<file path="src/sv/assert_macros.svh">
// assertion macros for the reply parser top level
// expects signals named clk and arst_n in the including scope
`ifndef ASSERT_MACROS_SVH
`define ASSERT_MACROS_SVH

// clocked property, switched off while reset is asserted
`define RRP_ASSERT(lbl, prop, msg) \
	lbl: assert property (@(posedge clk) disable iff (!arst_n) (prop)) else $error(msg);

// condition that must never be seen at a clock edge
`define RRP_NEVER(lbl, cond, msg) \
	lbl: assert property (@(posedge clk) disable iff (!arst_n) !(cond)) else $error(msg);

`endif

</file>
<file path="src/sv/rrp_pkg.sv">
// shared types and constants of the reply parser
// no dependencies; used by every other file of the block but the assertion macros
package rrp_pkg;

	localparam int LEN_BITS_DEF   = 32;
	localparam int COUNT_BITS_DEF = 16;
	localparam int NUM_W          = 32;
	localparam int ELEM_W         = 16;
	localparam int BYTE_W         = 8;
	localparam int QUEUE_DEPTH    = 4;

	localparam logic [BYTE_W-1:0] CH_PLUS   = 8'h2B;
	localparam logic [BYTE_W-1:0] CH_MINUS  = 8'h2D;
	localparam logic [BYTE_W-1:0] CH_COLON  = 8'h3A;
	localparam logic [BYTE_W-1:0] CH_DOLLAR = 8'h24;
	localparam logic [BYTE_W-1:0] CH_STAR   = 8'h2A;
	localparam logic [BYTE_W-1:0] CH_CR     = 8'h0D;
	localparam logic [BYTE_W-1:0] CH_LF     = 8'h0A;
	localparam logic [BYTE_W-1:0] CH_ZERO   = 8'h30;
	localparam logic [BYTE_W-1:0] CH_NINE   = 8'h39;

	typedef enum logic [2:0] {
		K_STRING  = 3'd0,
		K_ERROR   = 3'd1,
		K_INTEGER = 3'd2,
		K_BULK    = 3'd3,
		K_LIST    = 3'd4,
		K_UNKNOWN = 3'd5
	} kind_t;

	typedef enum logic [1:0] {
		EV_BYTE = 2'd0,
		EV_NULL = 2'd1,
		EV_VEND = 2'd2,
		EV_REND = 2'd3
	} event_t;

	// up to three events caused by one input byte, in order ev0, ev1, ev2
	typedef struct packed {
		logic [1:0]        n;
		event_t            ev0;
		event_t            ev1;
		event_t            ev2;
		logic [BYTE_W-1:0] data;
		logic [ELEM_W-1:0] elem;
		kind_t             kind;
	} bundle_t;

endpackage

</file>
<file path="src/sv/rrp_in_if.sv">
// byte channel into the reply parser
// depends on rrp_pkg for the byte width
interface rrp_in_if import rrp_pkg::*; ();
	logic              valid;
	logic              ready;
	logic [BYTE_W-1:0] rx_byte;
	logic              final_byte;

	modport source (output valid, output rx_byte, output final_byte, input ready);
	modport sink (input valid, input rx_byte, input final_byte, output ready);
endinterface

</file>
<file path="src/sv/rrp_out_if.sv">
// event channel out of the reply parser
// depends on rrp_pkg for field widths
interface rrp_out_if import rrp_pkg::*; ();
	logic              valid;
	logic              ready;
	logic [2:0]        reply_kind;
	logic [1:0]        event_kind;
	logic [BYTE_W-1:0] value_byte;
	logic [ELEM_W-1:0] element_number;
	logic              run_last;

	modport source (output valid, output reply_kind, output event_kind, output value_byte,
		output element_number, output run_last, input ready);
	modport sink (input valid, input reply_kind, input event_kind, input value_byte,
		input element_number, input run_last, output ready);
endinterface

</file>
<file path="src/sv/resp_reply_parser.sv">
// top level of the reply parser: front, bundle queue and back
// depends on rrp_pkg, rrp_in_if, rrp_out_if, rrp_front, rrp_queue, rrp_back, assert_macros.svh
//
//  port     dir   carries
//  reply    sink  rx_byte, final_byte: one reply byte per transaction
//  result   src   reply_kind, event_kind, value_byte, element_number, run_last
//
// one byte per cycle while each byte gives at most one event and result is ready;
// the number line costs a times-ten add and saturate in the front each cycle
// a byte giving k events takes k result transactions; the queue of four
// bundles takes up the difference and fills under long bursts or result stalls
// first event of a byte reaches result through the queue register, behind any queued bundles
// asynchronous reset clears all parse state at once, no clearing pass
// either side may stall freely; the queue decouples them
module resp_reply_parser import rrp_pkg::*; #(
	parameter int LEN_BITS   = LEN_BITS_DEF,
	parameter int COUNT_BITS = COUNT_BITS_DEF
) (
	input  logic      clk,
	input  logic      arst_n,
	rrp_in_if.sink    reply,
	rrp_out_if.source result
);
	`include "assert_macros.svh"

	localparam int CNT_W = $clog2(QUEUE_DEPTH+1);

	bundle_t          front_bundle;
	bundle_t          q_head;
	logic             push;
	logic             pop;
	logic             q_full;
	logic             q_empty;
	logic [CNT_W-1:0] q_count;
	logic [CNT_W-1:0] q_count_exp;
	logic             final_take;
	logic             closes_reply;

	rrp_front #(
		.LEN_BITS   (LEN_BITS),
		.COUNT_BITS (COUNT_BITS)
	) u_front (
		.clk    (clk),
		.arst_n (arst_n),
		.reply  (reply),
		.q_full (q_full),
		.push   (push),
		.bundle (front_bundle)
	);

	rrp_queue #(
		.DEPTH (QUEUE_DEPTH)
	) u_queue (
		.clk    (clk),
		.arst_n (arst_n),
		.push   (push),
		.wdata  (front_bundle),
		.pop    (pop),
		.head   (q_head),
		.full   (q_full),
		.empty  (q_empty),
		.count  (q_count)
	);

	rrp_back u_back (
		.clk    (clk),
		.arst_n (arst_n),
		.head   (q_head),
		.empty  (q_empty),
		.pop    (pop),
		.result (result)
	);

	// checker helpers
	assign q_count_exp  = q_count + CNT_W'(push) - CNT_W'(pop);
	assign final_take   = reply.valid && reply.ready && reply.final_byte;
	assign closes_reply = (front_bundle.n == 2'd1 && front_bundle.ev0 == EV_REND)
		|| (front_bundle.n == 2'd2 && front_bundle.ev1 == EV_REND)
		|| (front_bundle.n == 2'd3 && front_bundle.ev2 == EV_REND);

	`RRP_NEVER(a_push_when_full, push && q_full, "bundle pushed into a full queue")
	`RRP_NEVER(a_pop_when_empty, pop && q_empty, "bundle popped from an empty queue")
	`RRP_ASSERT(a_count_track, 1'b1 |=> (q_count == $past(q_count_exp)), "queue count off")
	`RRP_ASSERT(a_final_closes, final_take |-> (push && closes_reply), "final without reply end")
endmodule

</file>
<file path="src/sv/rrp_queue.sv">
// short register queue of event bundles between parser front and back
// depends on rrp_pkg for bundle_t and the queue depth
module rrp_queue import rrp_pkg::*; #(
	parameter int DEPTH = QUEUE_DEPTH
) (
	input  logic                       clk,
	input  logic                       arst_n,
	input  logic                       push,
	input  bundle_t                    wdata,
	input  logic                       pop,
	output bundle_t                    head,
	output logic                       full,
	output logic                       empty,
	output logic [$clog2(DEPTH+1)-1:0] count
);
	localparam int PTR_W = (DEPTH > 1) ? $clog2(DEPTH) : 1;
	localparam int CNT_W = $clog2(DEPTH+1);
	localparam logic [PTR_W-1:0] LAST_PTR = PTR_W'(DEPTH - 1);

	bundle_t           entry_q [DEPTH];
	logic [PTR_W-1:0]  wr_ptr_q;
	logic [PTR_W-1:0]  rd_ptr_q;
	logic [CNT_W-1:0]  count_q;

	assign full  = (count_q == CNT_W'(DEPTH));
	assign empty = (count_q == '0);
	assign count = count_q;
	assign head  = entry_q[rd_ptr_q];

	always_ff @(posedge clk) begin
		if (push) begin
			entry_q[wr_ptr_q] <= wdata;
		end
	end

	always_ff @(posedge clk or negedge arst_n) begin
		if (!arst_n) begin
			wr_ptr_q <= '0;
			rd_ptr_q <= '0;
			count_q  <= '0;
		end else begin
			if (push) begin
				wr_ptr_q <= (wr_ptr_q == LAST_PTR) ? '0 : wr_ptr_q + 1'b1;
			end
			if (pop) begin
				rd_ptr_q <= (rd_ptr_q == LAST_PTR) ? '0 : rd_ptr_q + 1'b1;
			end
			case ({push, pop})
				2'b10:   count_q <= count_q + 1'b1;
				2'b01:   count_q <= count_q - 1'b1;
				default: count_q <= count_q;
			endcase
		end
	end
endmodule

</file>
<file path="src/sv/rrp_front.sv">
// parser front: accepts reply bytes, runs the parse state and packs the events
// of each byte into one bundle; depends on rrp_pkg and rrp_in_if
module rrp_front import rrp_pkg::*; #(
	parameter int LEN_BITS   = LEN_BITS_DEF,
	parameter int COUNT_BITS = COUNT_BITS_DEF
) (
	input  logic          clk,
	input  logic          arst_n,
	rrp_in_if.sink        reply,
	input  logic          q_full,
	output logic          push,
	output bundle_t       bundle
);
	typedef enum logic [10:0] {
		PH_TYPE      = 11'b000_0000_0001,
		PH_LINE      = 11'b000_0000_0010,
		PH_LEN_NUM   = 11'b000_0000_0100,
		PH_LEN_LF    = 11'b000_0000_1000,
		PH_CNT_NUM   = 11'b000_0001_0000,
		PH_CNT_LF    = 11'b000_0010_0000,
		PH_DATA      = 11'b000_0100_0000,
		PH_DATA_CR   = 11'b000_1000_0000,
		PH_DATA_LF   = 11'b001_0000_0000,
		PH_ELEM_SKIP = 11'b010_0000_0000,
		PH_TAIL      = 11'b100_0000_0000
	} phase_t;

	localparam logic [NUM_W-1:0] LEN_CAP = NUM_W'((64'd1 << LEN_BITS) - 64'd1);
	localparam logic [NUM_W-1:0] CNT_CAP = NUM_W'((64'd1 << COUNT_BITS) - 64'd1);

	phase_t                phase_q, nx_phase;
	kind_t                 kind_q, nx_kind;
	logic [NUM_W-1:0]      acc_q, nx_acc;
	logic                  neg_q, nx_neg;
	logic                  inv_q, nx_inv;
	logic                  begun_q, nx_begun;
	logic [LEN_BITS-1:0]   left_q, nx_left;
	logic [COUNT_BITS-1:0] elems_q, nx_elems;
	logic [ELEM_W-1:0]     elem_cnt_q, nx_elem_cnt;
	logic [BYTE_W-1:0]     held0_q, nx_held0;
	logic [BYTE_W-1:0]     held1_q, nx_held1;
	logic [1:0]            held_cnt_q, nx_held_cnt;

	logic                  take;
	logic [BYTE_W-1:0]     c;
	logic                  is_digit, is_sign;
	logic [NUM_W+3:0]      mul;
	logic [NUM_W-1:0]      acc_dig;
	logic                  num_neg;
	logic [NUM_W-1:0]      mag_all, mag_len32, mag_cnt32;
	logic [LEN_BITS-1:0]   mag_len, left_dec;
	logic [COUNT_BITS-1:0] mag_cnt, elems_dec;
	logic                  list_kind;
	logic                  ev_a, ev_b;
	event_t                ev_a_kind;
	logic [BYTE_W-1:0]     ev_data;

	assign c           = reply.rx_byte;
	assign reply.ready = !q_full;
	assign take        = reply.valid && reply.ready;

	// number text helpers: times ten plus digit, saturating at 32 bits
	assign is_digit  = (c >= CH_ZERO) && (c <= CH_NINE);
	assign is_sign   = (c == CH_PLUS) || (c == CH_MINUS);
	assign mul       = ({4'd0, acc_q} << 3) + ({4'd0, acc_q} << 1) + {{NUM_W{1'b0}}, c[3:0]};
	assign acc_dig   = (|mul[NUM_W+3:NUM_W]) ? '1 : mul[NUM_W-1:0];
	assign num_neg   = !inv_q && neg_q && (acc_q != '0);
	assign mag_all   = inv_q ? '0 : acc_q;
	assign mag_len32 = (mag_all > LEN_CAP) ? LEN_CAP : mag_all;
	assign mag_cnt32 = (mag_all > CNT_CAP) ? CNT_CAP : mag_all;
	assign mag_len   = mag_len32[LEN_BITS-1:0];
	assign mag_cnt   = mag_cnt32[COUNT_BITS-1:0];
	assign left_dec  = (left_q != '0) ? left_q - 1'b1 : '0;
	assign elems_dec = (elems_q != '0) ? elems_q - 1'b1 : '0;
	assign list_kind = (kind_q == K_LIST);

	always_comb begin
		nx_phase    = phase_q;
		nx_kind     = kind_q;
		nx_acc      = acc_q;
		nx_neg      = neg_q;
		nx_inv      = inv_q;
		nx_begun    = begun_q;
		nx_left     = left_q;
		nx_elems    = elems_q;
		nx_elem_cnt = elem_cnt_q;
		nx_held0    = held0_q;
		nx_held1    = held1_q;
		nx_held_cnt = held_cnt_q;
		ev_a        = 1'b0;
		ev_a_kind   = EV_BYTE;
		ev_b        = 1'b0;
		ev_data     = '0;

		unique case (phase_q)
			PH_TYPE: begin
				case (c)
					CH_PLUS: begin
						nx_kind  = K_STRING;
						nx_phase = PH_LINE;
					end
					CH_MINUS: begin
						nx_kind  = K_ERROR;
						nx_phase = PH_LINE;
					end
					CH_COLON: begin
						nx_kind  = K_INTEGER;
						nx_phase = PH_LINE;
					end
					CH_DOLLAR: begin
						nx_kind  = K_BULK;
						nx_acc   = '0;
						nx_neg   = 1'b0;
						nx_inv   = 1'b0;
						nx_begun = 1'b0;
						nx_phase = PH_LEN_NUM;
					end
					CH_STAR: begin
						nx_kind  = K_LIST;
						nx_acc   = '0;
						nx_neg   = 1'b0;
						nx_inv   = 1'b0;
						nx_begun = 1'b0;
						nx_phase = PH_CNT_NUM;
					end
					default: begin
						nx_kind  = K_UNKNOWN;
						nx_phase = PH_TAIL;
					end
				endcase
			end
			PH_LINE: begin
				// two bytes are held back so the closing cr lf never leaves
				if (held_cnt_q[1]) begin
					ev_a     = 1'b1;
					ev_data  = held0_q;
					nx_held0 = held1_q;
					nx_held1 = c;
				end else begin
					if (held_cnt_q == 2'd0) begin
						nx_held0 = c;
					end else begin
						nx_held1 = c;
					end
					nx_held_cnt = held_cnt_q + 1'b1;
				end
			end
			PH_LEN_NUM, PH_CNT_NUM: begin
				if (c == CH_CR) begin
					nx_phase = (phase_q == PH_LEN_NUM) ? PH_LEN_LF : PH_CNT_LF;
				end else begin
					if (is_digit) begin
						nx_acc = acc_dig;
					end else if (!begun_q && is_sign) begin
						nx_neg = (c == CH_MINUS);
					end else begin
						nx_inv = 1'b1;
					end
					nx_begun = 1'b1;
				end
			end
			PH_LEN_LF: begin
				if (c == CH_LF) begin
					if (num_neg) begin
						ev_a      = 1'b1;
						ev_a_kind = EV_NULL;
						ev_b      = 1'b1;
						if (list_kind) begin
							nx_elem_cnt = elem_cnt_q + 1'b1;
							nx_elems    = elems_dec;
							nx_phase    = (elems_dec != '0) ? PH_ELEM_SKIP : PH_TAIL;
						end else begin
							nx_phase = PH_TAIL;
						end
					end else begin
						nx_left = mag_len;
						if (mag_len == '0) begin
							ev_b     = 1'b1;
							nx_phase = list_kind ? PH_DATA_CR : PH_TAIL;
						end else begin
							nx_phase = PH_DATA;
						end
					end
				end else begin
					// a broken line end spoils the number
					nx_inv   = 1'b1;
					nx_begun = 1'b1;
					if (c != CH_CR) begin
						if (is_digit) begin
							nx_acc = acc_dig;
						end
						nx_phase = PH_LEN_NUM;
					end
				end
			end
			PH_CNT_LF: begin
				if (c == CH_LF) begin
					nx_elems    = num_neg ? '0 : mag_cnt;
					nx_elem_cnt = '0;
					nx_phase    = (!num_neg && (mag_cnt != '0)) ? PH_ELEM_SKIP : PH_TAIL;
				end else begin
					nx_inv   = 1'b1;
					nx_begun = 1'b1;
					if (c != CH_CR) begin
						if (is_digit) begin
							nx_acc = acc_dig;
						end
						nx_phase = PH_CNT_NUM;
					end
				end
			end
			PH_DATA: begin
				ev_a    = 1'b1;
				ev_data = c;
				nx_left = left_dec;
				if (left_dec == '0) begin
					ev_b     = 1'b1;
					nx_phase = list_kind ? PH_DATA_CR : PH_TAIL;
				end
			end
			PH_DATA_CR: begin
				nx_phase = PH_DATA_LF;
			end
			PH_DATA_LF: begin
				nx_elem_cnt = elem_cnt_q + 1'b1;
				nx_elems    = elems_dec;
				nx_phase    = (elems_dec != '0) ? PH_ELEM_SKIP : PH_TAIL;
			end
			PH_ELEM_SKIP: begin
				nx_acc   = '0;
				nx_neg   = 1'b0;
				nx_inv   = 1'b0;
				nx_begun = 1'b0;
				nx_phase = PH_LEN_NUM;
			end
			PH_TAIL: begin
				nx_phase = PH_TAIL;
			end
			default: begin
				nx_phase = PH_TAIL;
			end
		endcase
	end

	// event packing: [byte or null] [value end] [reply end], gaps squeezed out
	logic ev_b_all;
	logic ev_c;

	assign ev_c     = reply.final_byte;
	assign ev_b_all = ev_b || (ev_c && ((nx_phase == PH_LINE) || (nx_phase == PH_DATA)));

	always_comb begin
		bundle.n    = 2'({1'b0, ev_a} + {1'b0, ev_b_all} + {1'b0, ev_c});
		bundle.ev0  = ev_a ? ev_a_kind : (ev_b_all ? EV_VEND : EV_REND);
		bundle.ev1  = (ev_a && ev_b_all) ? EV_VEND : EV_REND;
		bundle.ev2  = EV_REND;
		bundle.data = ev_data;
		bundle.elem = elem_cnt_q;
		bundle.kind = nx_kind;
	end

	assign push = take && (bundle.n != 2'd0);

	always_ff @(posedge clk or negedge arst_n) begin
		if (!arst_n) begin
			phase_q    <= PH_TYPE;
			kind_q     <= K_STRING;
			acc_q      <= '0;
			neg_q      <= 1'b0;
			inv_q      <= 1'b0;
			begun_q    <= 1'b0;
			left_q     <= '0;
			elems_q    <= '0;
			elem_cnt_q <= '0;
			held0_q    <= '0;
			held1_q    <= '0;
			held_cnt_q <= '0;
		end else if (take) begin
			if (reply.final_byte) begin
				phase_q    <= PH_TYPE;
				kind_q     <= K_STRING;
				acc_q      <= '0;
				neg_q      <= 1'b0;
				inv_q      <= 1'b0;
				begun_q    <= 1'b0;
				left_q     <= '0;
				elems_q    <= '0;
				elem_cnt_q <= '0;
				held0_q    <= '0;
				held1_q    <= '0;
				held_cnt_q <= '0;
			end else begin
				phase_q    <= nx_phase;
				kind_q     <= nx_kind;
				acc_q      <= nx_acc;
				neg_q      <= nx_neg;
				inv_q      <= nx_inv;
				begun_q    <= nx_begun;
				left_q     <= nx_left;
				elems_q    <= nx_elems;
				elem_cnt_q <= nx_elem_cnt;
				held0_q    <= nx_held0;
				held1_q    <= nx_held1;
				held_cnt_q <= nx_held_cnt;
			end
		end
	end
endmodule

</file>
<file path="src/sv/rrp_back.sv">
// parser back: walks the events of the bundle at the queue head, one a cycle while result is ready
// depends on rrp_pkg and rrp_out_if
module rrp_back import rrp_pkg::*; (
	input  logic     clk,
	input  logic     arst_n,
	input  bundle_t  head,
	input  logic     empty,
	output logic     pop,
	rrp_out_if.source result
);
	logic [1:0] idx_q;
	event_t     cur_ev;
	logic       last_ev;
	logic       fire;

	always_comb begin
		case (idx_q)
			2'd0:    cur_ev = head.ev0;
			2'd1:    cur_ev = head.ev1;
			default: cur_ev = head.ev2;
		endcase
	end

	assign last_ev = (idx_q == (head.n - 2'd1));
	assign fire    = result.valid && result.ready;
	assign pop     = fire && last_ev;

	assign result.valid          = !empty;
	assign result.reply_kind     = head.kind;
	assign result.event_kind     = cur_ev;
	assign result.value_byte     = (cur_ev == EV_BYTE) ? head.data : '0;
	assign result.element_number = ((head.kind == K_LIST) && (cur_ev != EV_REND)) ? head.elem : '0;
	assign result.run_last       = last_ev;

	always_ff @(posedge clk or negedge arst_n) begin
		if (!arst_n) begin
			idx_q <= '0;
		end else if (fire) begin
			idx_q <= last_ev ? 2'd0 : idx_q + 1'b1;
		end
	end
endmodule

</file>
<file path="src/flat_wrapper.sv">
// flat-port wrapper written by rule: the top's interface ports become plain ports
module resp_reply_parser_flat import rrp_pkg::*;
#(
	parameter int LEN_BITS   = LEN_BITS_DEF,
	parameter int COUNT_BITS = COUNT_BITS_DEF
)
  (clk, arst_n, reply_valid, reply_rx_byte, reply_final_byte, reply_ready, result_valid, result_reply_kind, result_event_kind, result_value_byte, result_element_number, result_run_last, result_ready);
  rrp_in_if reply_i ();
  rrp_out_if result_i ();
  input  logic clk;
  input  logic arst_n;
  input wire logic [$bits(reply_i.valid)-1:0] reply_valid;
  input wire logic [$bits(reply_i.rx_byte)-1:0] reply_rx_byte;
  input wire logic [$bits(reply_i.final_byte)-1:0] reply_final_byte;
  output wire logic [$bits(reply_i.ready)-1:0] reply_ready;
  output wire logic [$bits(result_i.valid)-1:0] result_valid;
  output wire logic [$bits(result_i.reply_kind)-1:0] result_reply_kind;
  output wire logic [$bits(result_i.event_kind)-1:0] result_event_kind;
  output wire logic [$bits(result_i.value_byte)-1:0] result_value_byte;
  output wire logic [$bits(result_i.element_number)-1:0] result_element_number;
  output wire logic [$bits(result_i.run_last)-1:0] result_run_last;
  input wire logic [$bits(result_i.ready)-1:0] result_ready;
  assign reply_i.valid = reply_valid;
  assign reply_i.rx_byte = reply_rx_byte;
  assign reply_i.final_byte = reply_final_byte;
  assign reply_ready = reply_i.ready;
  assign result_valid = result_i.valid;
  assign result_reply_kind = result_i.reply_kind;
  assign result_event_kind = result_i.event_kind;
  assign result_value_byte = result_i.value_byte;
  assign result_element_number = result_i.element_number;
  assign result_run_last = result_i.run_last;
  assign result_i.ready = result_ready;
  resp_reply_parser #(.LEN_BITS(LEN_BITS), .COUNT_BITS(COUNT_BITS)) u_core (.clk(clk), .arst_n(arst_n), .reply(reply_i), .result(result_i));
endmodule
</file>
<file path="config.mk">
export PLATFORM = sky130hd
export DESIGN_NAME = resp_reply_parser_flat
export DESIGN_NICKNAME = d
export VERILOG_FILES = /design/src/sv/rrp_pkg.sv /design/src/sv/rrp_in_if.sv /design/src/sv/rrp_out_if.sv /design/src/sv/resp_reply_parser.sv /design/src/sv/rrp_queue.sv /design/src/sv/rrp_front.sv /design/src/sv/rrp_back.sv /design/src/flat_wrapper.sv
export VERILOG_INCLUDE_DIRS = /design/src /design/src/sv
export SDC_FILE = /design/constraint.sdc
export NUM_CORES = 1
export LEC_CHECK = 0
export BUFFER_PORTS_ARGS = -buffer_cell sky130_fd_sc_hd__buf_2
export CAP_MARGIN = 20
export CORE_UTILIZATION = 45
export CTS_BUF_LIST = sky130_fd_sc_hd__clkbuf_4
export DETAILED_ROUTE_END_ITERATION = 8
export SYNTH_ARGS = -nofsm -noshare
export SYNTH_HDL_FRONTEND = slang
export SYNTH_HIERARCHICAL = 1
export SYNTH_SLANG_ARGS = --single-unit
</file>
<file path="constraint.sdc">
create_clock -name clk -period 6.46 [get_ports clk]
set_input_delay 0 -clock clk [delete_from_list [all_inputs] [get_ports clk]]
set_output_delay 0 -clock clk [all_outputs]
set_load 0.02 [all_outputs]
</file>
# Word-level counts from Yosys, hierarchy flattened
# Memories as Yosys holds them, arrays and structs flattened.
# Cells that the tools add are included.
# word_totals
mem_count	1
mem_bits_rw	128
out_inout_bits	32
register_bits	140
# op_classes
magnitude_cmp	4
n_eq_ne	44
reduce_logical	54
muxes	101
n_addsub	14
# memory_table
memory	depth	width	rd	rd_ports_with_merged_regs	wr	line_no	source
u_core.u_queue.entry_q	4	32	1	0	1	rrp_queue.sv:20	bundle_t entry_q [DEPTH];
# op_table
cell	count
32-bit 2-to-1 mux	13
16-bit 2-to-1 mux	14
11-bit 2-to-1 mux	13
32-bit one-hot mux with 4 select lines	1
11-bit one-hot mux with 9 select lines	1
16-bit one-hot mux with 3 select lines	2
8-bit 2-to-1 mux	10
32-bit zero test	2
32-bit one-hot mux with 2 select lines	1
32-bit nonzero test	2
16-bit nonzero test	3
8-bit by 6-bit equality test with 1-bit output, second input constant	5
35-bit by 33-bit adder with 36-bit output	1
36-bit by 4-bit adder with 36-bit output	1
3-bit inequality test, second input constant	12
11-bit one-hot mux with 3 select lines	1
32-bit by 16-bit > comparator with 1-bit output, second input constant	1
32-bit > comparator, second input constant	1
32-bit by 1-bit subtractor with 32-bit output, second input constant	1
1-bit 2-to-1 mux	26
11-bit by 2-bit equality test with 1-bit output, second input constant	2
11-bit by 7-bit equality test with 1-bit output, second input constant	2
6-bit AND reduction	3
16-bit by 1-bit adder with 16-bit output, second input constant	1
other kinds (52)	98

# Depth between registers and ports, before layout
# Gate-level depths: netlist of run 1.
# depth
ltp_word	18
depth_mapped	21
ltp_nobuf	20

# Cells and area by module
# The synthesis of run 1 kept the hierarchy.
# modules_own_cells
module	seq_area_each_um2	cells_each	area_per_inst_um2	n_inst
rrp_front	3279.4	1281	10470.0	1
rrp_queue	4379.2	221	5525.3	1
rrp_back	50.0	70	541.8	1

# Worst setup path before layout of run 1
# No wires, ideal clock.
# synth_path
path_type	register to register
from	register u_core.u_front.left_q[0]
to	memory u_core/u_queue/entry_q[0][0] (netlist name) (enable)
arrival_ns	4.498
slack_ns	1.567
period_less_slack_ns	4.893
t_required_ns	6.065
stages_incl_launch_ff	16
cell_sequence	dfrtp_1 inv_1 ha_1 or3b_2 clkbuf_1 nor3_1 nand2_1 o41a_1 o32a_1 nand4b_1 a21oi_1 o22a_1 nor2_1 fa_1 a21oi_1 and2_1
# synth_between
elab_chain_cells	15
elab_cells_between_ends	19
# synth_rtl
element	line_no	source
start: declaration	rrp_front.sv:37	logic [LEN_BITS-1:0] left_q, nx_left;
start signal: assignment	rrp_front.sv:299	left_q <= nx_left;
32-bit by 1-bit subtractor with 32-bit output or 32-bit nonzero test (tied branches)	rrp_front.sv:73	assign left_dec = (left_q != '0) ? left_q - 1'b1 : '0;
32-bit 2-to-1 mux *	rrp_front.sv:73	
32-bit zero test *	rrp_front.sv:216	if (left_dec == '0) begin
11-bit 2-to-1 mux	rrp_front.sv:216	
11-bit one-hot mux with 9 select lines	rrp_front.sv:95	unique case (phase_q)
11-bit by 2-bit equality test with 1-bit output or 11-bit by 7-bit equality test with 1-bit output (tied branches)	rrp_front.sv:250	assign ev_b_all = ev_b || (ev_c && ((nx_phase == PH_LINE) || (nx_phase == PH_DATA)));
1-bit logical OR	rrp_front.sv:250	
1-bit logical AND	rrp_front.sv:250	
1-bit logical OR *	rrp_front.sv:250	
1-bit by 1-bit adder with 2-bit output *	rrp_front.sv:253	bundle.n = 2'({1'b0, ev_a} + {1'b0, ev_b_all} + {1'b0, ev_c});
2-bit by 1-bit adder with 2-bit output *	rrp_front.sv:253	
2-bit nonzero test *	rrp_front.sv:262	assign push = take && (bundle.n != 2'd0);
1-bit logical AND *	rrp_front.sv:262	
net u_core.push	resp_reply_parser.sv:30	logic push;
1-bit 2-to-1 mux *	rrp_queue.sv:31	if (push) begin
1-bit 2-to-1 mux (implied by the code) *	rrp_queue.sv:32	entry_q[wr_ptr_q] <= wdata;
end: declaration	rrp_queue.sv:20	
# Mark *: on every way through the listed nets, which the timed path passes. The rest lies on a longest branch.

# Worst setup path after layout of run 1
# layout_path
from	register u_core.u_front.left_q[2]
to	memory u_core/u_queue/entry_q[0][7] (netlist name) (enable)
# The elaborated chain is that of the path after synthesis.

==> impl_metrics.py, run 1 <==
metrics = {
    "run_status": {
        "status": "complete, no violations",
    },
    "worst_setup_path": {
        "reg2reg_from": "u_core/u_front/left_q[2]",
        "path_max_fanout": 23,
        "required_ps": 6870,
        "arrival_ps": 5860,
        "crit_type": "flop to flop",
        "crit_start": "u_core/u_front/left_q[2]",
        "start_kind": "flop",
        "end_kind": "flop",
    },
    "final_layout": {
        "final_cell_area_sq_mm": 0.01826,
        "finalNonFillerCells": 2160,
        "drive_gt1_share_pct": 15.31,
        "fill_cells": 3247,
        "final_nets": 1728,
        "area_growth_pct": 10.40,
    },
    "pwr": {
        "power.total_mw": 9.660,
        "peakVddDrop_mv": 0.3207,
        "powerDensity_mw_per_mm2": 529.1,
        "p_leak_nw": 7.418,
    },
    "route": {
        "drtAntennaViolNets": 0,
        "wirelength_mm": 42.46,
        "wl_per_cell_um": 19.66,
        "drt_first_iter_violations": 881,
        "via_per_inst": 6.038,
        "dr_total_vias": 13040,
        "drc": 0,
        "first_pass_iters": 6,
    },
    "floorplanning": {
        "rows": 69,
        "dieArea_sq_mm": 0.03752,
        "fp.dieH_um": 193.7,
        "core_area_sq_mm": 0.03583,
        "io_pins": 45,
        "chipWidth_um": 193.7,
        "initial_utilization_pct": 46.16,
    },
    "timing": {
        "hold_viol": 0,
        "fin_crit_sh_pct": 84.46,
        "drv_slew": 0,
        "whs_ps": 182.5,
        "tns_ps": 0,
        "tightest_slew_ps": 1068,
        "rsz0062_at_grt": "false",
        "min_period_ps": 5456,
        "relSlewSlack_pct": 28.78,
        "fin_worst_skew_ps": 75.96,
        "finalSetupViolCount": 0,
        "fmax_mhz": 183.3,
    },
    "global_routing": {
        "grt_max_degree": 84,
        "grt_pass1_vias": 12880,
        "grt_antenna_before_repair": 1,
        "grt_overflow_total": 0,
        "grt_pass1_wl_mm": 69.13,
        "globalRouteTotalUtil_pct": 22.83,
    },
    "yosys": {
        "seq_area_frac_synth_pct": 46.61,
        "synth_top_area_cell": "edfxtp_1",
        "yosys-top-cells-area": "edfxtp_1 25%, dfrtp_1 21%, ha_1 5.8%",
        "netlist-cell-type-count": 89,
        "syn_area_sq_mm": 0.01654,
        "synth_edf_count": 140,
        "synth_ff_type": "edfxtp_1",
        "syn_avg_cell_area_sq_um": 10.52,
        "ys_ff_latch": 280,
        "synthMostInstantiatedCell": "o21ai_0",
        "yosysTopAreaCellShare_pct": 25.42,
        "synth_common_cells": "142 x o21ai_0, 140 x edfxtp_1, 139 x dfrtp_1",
        "syn_inst": 1572,
        "synthArstFlopShare_pct": 50.00,
        "yosysWarnings": 6,
    },
    "place": {
        "hpwlAfterDp_mm": 29.19,
        "io_buffers": 44,
        "dp_cells": 2003,
        "post_dp_cell_area_sq_mm": 0.01707,
        "routabilityCongestion": 0.9341,
    },
    "cts": {
        "clk_pin_slew_ps": 60,
        "clk_latency_ps": 730,
        "cts.path.max_buffers": 3,
        "numCtsBuffers": 77,
        "cts-root-buf": "clkbuf_4",
        "clkSinkCount": 280,
        "cts_tree": "built",
        "cts-htree-levels": 3,
    },
    "job": {
        "cap_violations": 0,
    },
    "hold_path": {
        "hold_path.class": "input pin to flop",
        "hold_start": "reply_rx_byte[6]",
    },
}
-- worst max-delay path, cell delays in order (launching register included) --
cell       delay (ps)
dfrtp_1           470
or4_1             790
nor3_1            660
xnor2_1           180
o21ai_0           130
a2111oi_2         390
nand4b_1          240
a21oi_1           220
o22a_1            210
nor2_1             70
fa_1              450
a21oi_1           410
and2_2            620
buf_4             290
-- layer usage --
metal / track usage (%) / routed length [um] / vias to the layer above
li1: - / - / 6180
met1: 30.19 / 19100 / 6392
met2: 37.99 / 20550 / 398
met3: 3.635 / 2024 / 72
met4: 8.089 / 787 / 0
met5: 0 / 0 / -
-- flip-flops by register name (all words and copies together) (netlist names), 3 cells and up --
name,cells
u_core/u_front/elem_cnt_q,16
u_core/u_front/held1_q,8
u_core/u_front/phase_q,11
u_core/u_front/kind_q,3
u_core/u_queue/count,3
u_core/u_front/acc_q,32
u_core/u_queue/entry_q,140
u_core/u_front/elems_q,16
u_core/u_front/left_q,32
u_core/u_front/held0_q,8
-- placed cells by master, fill, tap and decap left out, types with 23 or more instances in the layout --
cell type | synthesis | routed
edfxtp_1 | 140 | 140
clkbuf_4 | 0 | 118
nand2_1 | 121 | 121
xnor2_1 | 30 | 30
ha_1 | 76 | 76
nand3_1 | 30 | 30
o31ai_1 | 27 | 27
nor4_1 | 26 | 26
buf_4 | 6 | 23
dfrtp_1 | 139 | 138
nor3_1 | 41 | 41
a22o_1 | 30 | 30
a21oi_1 | 105 | 105
o21ai_0 | 142 | 142
nor2_1 | 113 | 112
a22oi_1 | 25 | 25
buf_2 | 15 | 43
mux4_2 | 28 | 28
inv_1 | 48 | 48
xor2_1 | 29 | 29
-- where the power goes --
| part | total [mW] | switching (mW) | internal, mW |
|---|---|---|---|
| Combinational | 5.10 | 3.04 | 2.06 |
| Clock | 1.64 | 0.758 | 0.883 |
| Sequential | 2.92 | 0.585 | 2.33 |
| Total | 9.66 | 4.38 | 5.28 |
-- worst paths after layout --
check | to | slack (ps) | cells after the start
setup / recovery | u_core/u_queue/entry_q[0][7] | 1000 | 13
hold / removal | u_core/u_front/held1_q[6] | 180 | 3
setup reg to reg | u_core/u_queue/entry_q[0][7] | 1000 | 13
hold reg to reg | u_core/u_queue/count[2] | 490 | 1
max in group asynchronous | u_core/u_front/phase_q[1] | 5320 | 4
min in group asynchronous | u_core/u_front/acc_q[26] | 430 | 4
-- through the flow --
step	setup slack (ps)	util, %
floorplan	1567	-
global route	739.2	50.96
detailed placement	1084	47.63
global placement	1169	47.63
finish	1004	50.96
CTS	1058	50.95
-- area by class of cell --
cell class | count | area [sq um] | area share (%)
Clock inverter | 24 | 145.1 | 0.7950
Tap cell | 461 | 576.8 | 3.159
Timing Repair Buffer | 81 | 556.8 | 3.050
Sequential cell | 280 | 7710 | 42.23
Antenna cell | 1 | 2.502 | 0.01371
Multi-Input combinational cell | 1147 | 8199 | 44.91
Inverter | 48 | 180.2 | 0.9869
Clock buffer | 118 | 885.9 | 4.852
-- logic make-up (layout without fill, tap and decap cells) --
group           Yosys count  after routing  synth area share [%]
compound gates          463            463                 18.12
fa+ha+maj                80             80                 6.234
buf+inv                 147            271                 3.972
flops                   280            280                 46.61
mux                      50             50                 5.864
other cells               1              4               0.02268
xor+xnor                 59             59                 3.125
simple gates            492            492                 16.05
-- repair_timing --
action,4_1_cts,5_1_grt
hold endpoints to repair,170,0
hold buffers,14,0
setup buffers,0,0
resized for setup,0,0
(Power assumes the default switching activity.)
==> run 2, diff against run 1 <==
--- a/config.mk
+++ b/config.mk
@@ -6,6 +6,7 @@
 export SDC_FILE = /design/constraint.sdc
 export NUM_CORES = 1
 export LEC_CHECK = 0
+export ABC_AREA = 1
 export BUFFER_PORTS_ARGS = -buffer_cell sky130_fd_sc_hd__buf_2
 export CAP_MARGIN = 20
 export CORE_UTILIZATION = 45
==> constraint.sdc (replaced) <==
create_clock -name clk -period 4.6 [get_ports clk]
set_input_delay 0 -clock clk [delete_from_list [all_inputs] [get_ports clk]]
set_output_delay 0 -clock clk [all_outputs]
set_load 0.02 [all_outputs]
==> run 2 against run 1 <==
Effect of this change: combinational power down 37%; worst hold slack worse by 38 ps; maximum frequency up 26%; final cell count up 38%; sequential power up 9.2%; routed wire length up 19%; sequential share of layout area down 3.6 points; die area up 7.3%; non-clock buffer count up 34; register-to-register slack worse by 730 ps; largest power group unchanged; highest routed layer unchanged.
==> impl_metrics.py, run 2 <==
metrics = {
    "floorplanning": {
        "rows": 72,
        "dieArea_sq_mm": 0.04024,
        "io_pins": 45,
        "chipWidth_um": 200.6,
        "initial_utilization_pct": 45.82,
        "core_area_sq_mm": 0.03874,
        "fp.dieH_um": 200.6,
    },
    "route": {
        "drc": 0,
        "wl_per_cell_um": 16.98,
        "via_per_inst": 5.339,
        "first_pass_iters": 7,
        "drt_first_iter_violations": 984,
        "wirelength_mm": 50.69,
        "dr_total_vias": 15940,
        "drtAntennaViolNets": 0,
    },
    "yosys": {
        "netlist-cell-type-count": 59,
        "syn_inst": 2280,
        "synth_ff_type": "edfxtp_1",
        "seq_area_frac_synth_pct": 43.43,
        "synthMostInstantiatedCell": "nand2_1",
        "yosysWarnings": 6,
        "yosys-top-cells-area": "edfxtp_1 24%, dfrtp_1 20%, nand2_1 12%",
        "synthArstFlopShare_pct": 50.00,
        "ys_ff_latch": 280,
        "yosysTopAreaCellShare_pct": 23.69,
        "syn_avg_cell_area_sq_um": 7.785,
        "synth_common_cells": "546 x nand2_1, 304 x inv_1, 245 x nor2_1",
        "syn_area_sq_mm": 0.01775,
        "synth_top_area_cell": "edfxtp_1",
        "synth_edf_count": 140,
    },
    "timing": {
        "whs_ps": 144.6,
        "fin_crit_sh_pct": 94.10,
        "min_period_ps": 4329,
        "tightest_slew_ps": 1058,
        "finalSetupViolCount": 0,
        "relSlewSlack_pct": 29.25,
        "hold_viol": 0,
        "fin_worst_skew_ps": 45.70,
        "drv_slew": 0,
        "fmax_mhz": 231.0,
    },
    "run_status": {
        "status": "complete, no violations",
    },
    "final_layout": {
        "finalNonFillerCells": 2985,
        "top_register": "u_core/u_queue/entry_q",
        "final_nets": 2499,
        "final_cell_area_sq_mm": 0.01995,
        "drive_gt1_share_pct": 14.98,
        "largest_register_ffs": 140,
        "area_growth_pct": 12.39,
        "largestRegisters": "u_core/u_queue/entry_q x140, u_core/u_front/acc_q x32, u_core/u_front/left_q x32",
        "layout_commonest_cell": "nand2_1",
        "layout_common_cells": "543 x nand2_1, 301 x inv_1, 236 x nor2_1, 156 x o21ai_0, 140 x edfxtp_1",
    },
    "worst_setup_path": {
        "required_ps": 5280,
        "path_max_fanout": 6,
        "r2r-end": "u_core/u_queue/count[1]",
        "reg2reg_slack_ps": 270,
        "end_kind": "flop",
        "arrival_ps": 5010,
        "r2r_cells": 25,
        "reg2reg_from": "u_core/u_front/left_q[0]",
        "crit_type": "flop to flop",
        "start_kind": "flop",
    },
    "global_routing": {
        "grt_max_degree": 89,
        "grt_antenna_before_repair": 3,
        "grt_overflow_total": 0,
        "grt_pass1_wl_mm": 82.60,
        "grt_pass1_vias": 15870,
        "globalRouteTotalUtil_pct": 25.75,
    },
    "pwr": {
        "intPower_mw": 5.213,
        "p_leak_nw": 9.728,
        "peakVddDrop_mv": 0.2420,
        "share_comb_of_total_power_pct": 36.9,
        "netSwitchingFraction_pct": 40.05,
        "clock_power_share_pct": 26.5,
        "powerDensity_mw_per_mm2": 435.9,
        "seqPwrFrac_pct": 36.6,
        "switchingPower_mw": 3.482,
    },
    "job": {
        "cap_violations": 0,
    },
    "cts": {
        "cts-htree-levels": 3,
        "cts-root-buf": "clkbuf_4",
        "cts_tree": "built",
        "clkSinkCount": 280,
        "numCtsBuffers": 79,
        "clk_latency_ps": 780,
        "cts.path.max_buffers": 3,
        "clk_pin_slew_ps": 60,
    },
    "place": {
        "dp_cells": 2826,
        "io_buffers": 44,
        "routabilityCongestion": 0.9577,
        "post_dp_cell_area_sq_mm": 0.01865,
        "hpwlAfterDp_mm": 36.22,
    },
    "hold_path": {
        "hold_path.class": "input pin to flop",
        "whs_endpoint": "u_core/u_back/idx_q[1]",
        "hold_start": "result_ready",
        "hold-path-cell-count": 5,
    },
}
==> run 2: cell count changes after synthesis, sizes merged, moves of 25 or more <==
cell	delta
a22o	-27
clkbuf	-46
inv	+285
mux4	-35
nand2	+442
nand3	+97
nor2	+150
nor3b	-25
o211ai	+75
o21ai	+35
o22ai	+32
xnor2	-25
==> run 2: metrics by stage <==
stage / worst slack [ps] / setup TNS [ps] / utilization, % / power (mW)
final: 271.3 / 0 / 51.50 / 8.696
after CTS: 66.96 / 0 / 51.14 / 8.781
after global routing: -86.98 / -152.3 / 51.50 / 9.382
after global placement: 87.80 / 0 / 48.15 / 6.361
after floorplan: 349.1 / 0 / - / 5.622
after detailed placement: 71.27 / 0 / 48.15 / 6.416
==> run 2: cell families after synthesis <==
kind of cell    share of synthesized area, %
simple gates                           24.98
compound gates                         15.44
xor+xnor                              0.5921
flops                                  43.43
buf+inv                                9.728
other cells                          0.02113
fa+ha+maj                              5.809
==> run 2: worst max-delay path by stage <==
stage | start | to | slack, ps | cells past startpoint
2_1_floorplan | u_core/u_front/left_q[0] | u_core/u_queue/entry_q[1][0] | 350 | 27
3_3_place_gp | u_core/u_front/left_q[17] | u_core/u_queue/count[2] | 90 | 31
3_5_place_dp | u_core/u_front/left_q[16] | u_core/u_queue/count[1] | 70 | 25
4_1_cts | u_core/u_front/left_q[16] | u_core/u_queue/count[1] | 70 | 25
5_1_grt | u_core/u_front/left_q[3] | u_core/u_queue/count[2] | -90 | 29
6_report | u_core/u_front/left_q[0] | u_core/u_queue/count[1] | 270 | 25
==> run 2: power by group through the flow <==
stage / clock, mW / sequential [mW] / combinational (mW)
3_5_place_dp: 0 / 3.23 / 3.18
4_1_cts: 2.39 / 3.18 / 3.21
3_3_place_gp: 0 / 3.22 / 3.14
6_report: 2.30 / 3.19 / 3.21
2_1_floorplan: 0 / 3.16 / 2.46
5_1_grt: 2.52 / 3.23 / 3.64
==> run 2: timing repair <==
item,CTS,global route
hold buffers,14,0
setup endpoints to repair,0,134
resized for setup,0,33
hold endpoints to repair,212,0
setup buffers,0,3
==> run 2: final cells by class <==
| type | count | area (sq um) |
|---|---|---|
| timing repair buffer | 115 | 874.6 |
| sequential | 280 | 7711 |
| inverter | 338 | 1277 |
| clock inverter | 24 | 138.9 |
| fill | 3884 | 18790 |
| tap | 518 | 648.1 |
| clock buffer | 115 | 863.3 |
| multi-input combinational | 1592 | 8428 |
| antenna | 3 | 7.507 |
==> run 2: worst max-delay path: stages, from the launching register on <==
cell and delay [ps]:
dfrtp_1 400, inv_2 100, ha_2 200, nand2_2 110, nor2_4 190, nand2_4 120
inv_1 130, nand3_1 90, nand3_1 120, nand2_1 90, nor2_1 120, nand2_1 70
nor2_2 170, nand3_1 110, o21ai_0 260, nor2_1 80, nand4_1 140, nand2_1 90
inv_1 80, fa_1 440, a21oi_2 190, inv_1 70, ha_1 210, inv_1 100
fa_1 410, o21ai_0 160
==> run 2: routing by layer <==
metal,global-route usage [%],vias up,wire length [um]
li1,-,7883,-
met1,31.29,7517,21850
met2,44.30,412,24480
met3,4.529,124,2379
met4,12.16,0,1978
met5,0,-,0
